==> config.mk <==
export PLATFORM = sky130hd
export DESIGN_NAME = ads_div_cell
export DESIGN_NICKNAME = d
export VERILOG_FILES = /design/src/rtl/ads_pkg.sv /design/src/rtl/ads_div_cell.sv
export SDC_FILE = /design/constraint.sdc
export NUM_CORES = 1
export LEC_CHECK = 0
export BUFFER_PORTS_ARGS = -buffer_cell sky130_fd_sc_hd__buf_2
export CAP_MARGIN = 15
export CORE_ASPECT_RATIO = 1.25
export CORE_MARGIN = 5
export CORE_UTILIZATION = 29
export CTS_CLUSTER_SIZE = 28
export DETAILED_ROUTE_END_ITERATION = 7
export PLACE_DENSITY = 0.66
export SLEW_MARGIN = 20
export SYNTH_ARGS = -nofsm -noshare
export SYNTH_HDL_FRONTEND = slang
export SYNTH_SLANG_ARGS = --single-unit
==> constraint.sdc <==
create_clock -name clk -period 0.8 [get_ports clk]
set_input_delay 0.12 -clock clk [delete_from_list [all_inputs] [get_ports clk]]
set_output_delay 0.12 -clock clk [all_outputs]
set_load 0.03 [all_outputs]
==> src/rtl/ads_pkg.sv <==
package ads_pkg;

	localparam int STAMP_BITS = 32;
	localparam int DEN_BITS   = STAMP_BITS + 2;
	localparam int PROD_BITS  = 2 * STAMP_BITS;
	localparam int FIELD_BITS = 32;
	localparam int RES_BITS   = 32;

	typedef logic [STAMP_BITS-1:0] stamp_t;
	typedef logic [DEN_BITS-1:0]   den_t;
	typedef logic [PROD_BITS-1:0]  prod_t;
	typedef logic [RES_BITS-1:0]   quot_t;

	localparam quot_t RES_MAX = {1'b0, {(RES_BITS-1){1'b1}}};
	localparam quot_t RES_MIN = {1'b1, {(RES_BITS-1){1'b0}}};

	typedef struct packed {
		logic [FIELD_BITS-1:0] poll_tx_time;
		logic [FIELD_BITS-1:0] poll_rx_time;
		logic [FIELD_BITS-1:0] resp_tx_time;
		logic [FIELD_BITS-1:0] resp_rx_time;
		logic [FIELD_BITS-1:0] final_tx_time;
		logic [FIELD_BITS-1:0] final_rx_time;
	} stamps_t;

	typedef struct packed {
		logic signed [RES_BITS-1:0] flight_time;
		logic                       result_valid;
	} tof_t;

	typedef struct packed {
		logic  vld;
		logic  ok;
		logic  neg;
		den_t  den;
		prod_t num;
		den_t  rem;
		quot_t quot;
		logic  ovf;
	} div_cell_t;

endpackage

==> src/rtl/ads_div_cell.sv <==
module ads_div_cell (
	input  logic               clk,
	input  logic               arst_n,
	input  logic               en,
	input  ads_pkg::div_cell_t up,
	output ads_pkg::div_cell_t down
);
	import ads_pkg::*;

	logic [DEN_BITS:0] shifted;
	logic              ge;
	logic [DEN_BITS:0] trial;
	div_cell_t         nxt;
	div_cell_t         pay_q;
	logic              vld_q;

	assign shifted = {up.rem, up.num[PROD_BITS-1]};
	assign ge      = shifted >= {1'b0, up.den};
	assign trial   = shifted - {1'b0, up.den};

	always_comb begin
		nxt      = up;
		nxt.rem  = ge ? trial[DEN_BITS-1:0] : shifted[DEN_BITS-1:0];
		nxt.num  = {up.num[PROD_BITS-2:0], 1'b0};
		nxt.quot = {up.quot[RES_BITS-2:0], ge};
		nxt.ovf  = up.ovf | up.quot[RES_BITS-1];
	end

	always_ff @(posedge clk or negedge arst_n) begin
		if (!arst_n) begin
			vld_q <= 1'b0;
		end else if (en) begin
			vld_q <= up.vld;
		end
	end

	always_ff @(posedge clk) begin
		if (en) begin
			pay_q <= nxt;
		end
	end

	always_comb begin
		down     = pay_q;
		down.vld = vld_q;
	end

endmodule

Word level (Yosys, flattened, before mapping)
Index checks and enable logic that the tools add are counted.

Input port bits: 171. Logic and storage cells: 12. Output and inout port bits: 168. Register bits: 167.

Order comparisons: 1. Bitwise gates (word level): 1. Add/subtract/negate cells: 1. Mux-type cells: 1.

Operators by type and width (count): $ge A35 B34 Y1 (1); $mux W34 (1); $sub A34 B34 Y34 (1); $or A1 B1 Y1 (1).

Logic depth before layout (Yosys ltp)
Depth after elaboration: 2. Gate-level depth with buffers: 13. Mapped depth without buffers: 12.

Worst setup path before layout
No wires, ideal clock.

Path type: input to register. Start: input port up[130] (netlist name). End: register pay_q, in the netlist down[65] (data pin). Slack: -1799 ps. Buffers on the path: 0. Stages on the path: 12. Data arrival time: 2344 ps. Cells stage by stage: inv_1 -> ha_1 -> inv_1 -> fa_1 -> a21oi_1 -> o211ai_1 -> a211oi_2 -> o22ai_1 -> o2111ai_1 -> a41oi_1 -> or3_1 -> a31o_1.

RTL lines: start, declared (RTL line ads_div_cell.sv:5) `input ads_pkg::div_cell_t up,`; end signal, assigned (RTL line ads_div_cell.sv:39) `pay_q <= nxt;`; end, declared (RTL line ads_div_cell.sv:14) `div_cell_t pay_q;`.

==> flow_metrics.tcl <==
set metrics [dict create \
    synth_top_cells_by_count "edfxtp_1 (166), nand2_1 (52), o21ai_0 (44)" \
    synthTopCellsByArea "edfxtp_1 (67%), ha_1 (5.7%), o21ai_0 (3.0%)" \
    failed_checks "negative hold slack, negative setup slack" \
    fin_ws_ns -1.40 \
    grtUsageTotal_pct 18.8 \
    h-tree-depth 4 \
    synth-xor-area-share_pct 3.42 \
    dr_total_vias 6819 \
    ys_seq_area_share_pct 67.5 \
    critical_path_class "primary input to register" \
    seq_area_mm2 0.00501 \
    core_mm2 0.0252 \
    finClkSkew_ns 0 \
    dieArea_mm2 0.0289 \
    slowest_stage "fa_2" \
    fp-row-count 65 \
    fin_crit_sh_pct 276 \
    die-height_um 189 \
    synthMuxAreaShare_pct 0.759 \
    synth_top_cell_by_area "edfxtp_1" \
    run_status "finished, violations left" \
    min_from "up[32]" \
    synth-adder-area-share_pct 6.00 \
    clock_latency_ns 0.43 \
    fin_tns_setup_ns -91.95 \
    grt_start_max_net_pins 52 \
    syn-num-nets 757 \
    synthArstFlopShare_pct 0.599 \
    finalHoldViolCount 1 \
    start_util_pct 29.4 \
    cts_buffer_depth 2 \
    drt_iter0_markers 241 \
    grt_pass1_vias 7356 \
    regToRegSetupSlack_ns -0.12 \
    crit_path_end_kind "register" \
    drv_slew 0 \
    rsz0062_at_grt "true" \
    dp_hpwl_mm 20.1 \
    hold_path.class "primary input to register" \
    cp_cell_sequence "buf_12 -> inv_12 -> ha_4 -> inv_2 -> fa_2 -> a21oi_2 -> o211ai_1 -> a211oi_2 -> o22ai_2 -> o2111ai_2 -> a41oi_2 -> or3_1 -> a31o_1" \
    syn_area_per_cell_um2 13.5 \
    slowest_delay_ns 0.34 \
    cts.reportedPaths.clkPinSlew_ns 0.07 \
    irDropWorstVdd_mv 1.48 \
    globalRouteOverflowTotal 0 \
    numCtsBuffers 17 \
    synth_top_family_by_area "compound AO/OA/AOI/OAI gates" \
    critPathRequiredTime_ns 0.98 \
    clk_root_buffer_cell "clkbuf_16" \
    multiInputGateArea_mm2 0.00262 \
    n_fill_cell 2047 \
    rr_worst_depth 2 \
    cts_tree "yes" \
    netlist_area_mm2 0.00742 \
    synth_compound_gate_area_share_pct 11.0 \
    grt_first_pass_wirelength_mm 41.5 \
    nNetsFinal 1378 \
    wl_per_cell_um 18.3 \
    p_per_area_mw_per_mm2 1930 \
    ys_seq_elements 167 \
    syn_to_final_growth_pct 93.5 \
    syn_inst 551 \
    arrival_ns 2.39 \
    ys_types 58 \
    ant_nets 0 \
    cp_top_family "compound AO/OA/AOI/OAI gates" \
    viasPerCell 4.48 \
    gp_congestion 0.915 \
    holdWs_ns -0.0359 \
    drive_above_1_share_pct 50.6 \
    leakagePower_uw 0.00613 \
    drv_cap 0 \
    antenna_found_initial 11 \
    fmax_mhz 454 \
    synth.top_cell.area_share_pct 67.2 \
    worst-path-buf-inv 3 \
    r2r-end "vld_q$_DFFE_PN0P_" \
    hold_depth 2 \
    crit_path_start_kind "primary input" \
    setup_viol 203 \
    cts_sinks 167 \
    min_period_ns 2.20 \
    wirelength_mm 27.9 \
    yosys.area_share.simple_pct 7.27 \
    drtPass1Iterations 4 \
    drcViolationCount 0 \
    synth_ff_type "edfxtp_1" \
    r2r-start "vld_q$_DFFE_PN0P_" \
    port_buffers 337 \
    ioPinCount 339 \
    path_max_fanout 2 \
    yosysWarningCount 0 \
    hold_path_end "down[0]$_DFFE_PP_" \
    dp_slack_ns -2.03 \
    synth.most_common_cell "edfxtp_1" \
    synth_edf_count 166 \
    die_w_um 153 \
]
-- routing by layer --
| layer | routed length [um] | GRT usage [%] | share of wire [%] |
|---|---|---|---|
| met2 | 15100 | 35.6 | 54 |
| met3 | 2200 | 6.89 | 7.9 |
| met1 | 9960 | 19.2 | 36 |
| met4 | 546 | 5.31 | 2.0 |
| met5 | 92 | 0 | 0.33 |
-- cell type report --
| cell class | count | area share (%) |
|---|---|---|
| clock buffer | 18 | 2.99 |
| timing repair buffer | 625 | 38.4 |
| inverter | 42 | 1.36 |
| antenna | 2 | 0.0349 |
| tap | 335 | 2.92 |
| multi-input combinational | 319 | 18.3 |
| clock inverter | 14 | 1.12 |
| sequential | 167 | 34.9 |
-- what timing repair did --
| item | CTS | global route |
|---|---|---|
| gates resized for setup | 394 | 44 |
| hold buffers | 151 | 1 |
| cloned | 3 | 0 |
| setup buffers | 13 | 6 |
| hold endpoints to repair | 153 | 2 |
| pin swaps | 26 | 22 |
| setup endpoints to repair | 202 | 203 |
-- worst max-delay path by stage --
stage / cells after the start / slack (ns) / endpoint / start
detailed placement: 13 / -2.03 / down[65]$_DFFE_PP_ / up[130]
global route: 13 / -1.55 / down[65]$_DFFE_PP_ / up[130]
CTS: 13 / -1.37 / down[65]$_DFFE_PP_ / up[130]
global placement: 13 / -1.96 / down[65]$_DFFE_PP_ / up[130]
finish: 13 / -1.40 / down[65]$_DFFE_PP_ / up[130]
floorplan: 12 / -1.73 / down[65]$_DFFE_PP_ / up[130]
-- flip-flops by register name, indices dropped and copies added (netlist names) --
| register | flops |
|---|---|
| down | 166 |
| vld_q | 1 |
-- cells in the final DEF, fill, tap and decap left out, drive strengths merged, types with 5 or more instances in the layout --
master	instances
dlygate4sd3	152
nand2	52
mux2	5
xor2	13
nor3	6
nor2	22
xnor2	16
nand4	9
o211ai	5
o21ai	48
edfxtp	166
ha	34
a21oi	34
clkbuf	18
a21o	11
inv	50
nand3	7
buf	473
-- report_power, final --
group	switching [uW]	total [uW]	internal, uW
clock	3800	8250	4450
sequential	406	11000	10600
combinational	4270	8410	4140
total	8480	27700	19200
-- metrics by stage --
step	power, uW	instances	utilization, %	area (um^2)
finish	27700	1522	56.9	14400
global route	28900	1521	56.9	14400
CTS	27700	1515	55.9	14100
detailed placement	17200	1316	41.8	10500
global placement	17200	1316	41.8	10500
floorplan	14600	551	-	7620
-- cell families after synthesis --
kind of cell / after synthesis
flip-flops: 167
buffers and inverters: 65
adder cells (fa/ha/maj): 35
AND/OR/NAND/NOR: 118
other: 1
XOR/XNOR: 29
AO/OA/AOI/OAI: 131
multiplexers: 5
No activity file was read; power rests on OpenSTA's default activity.
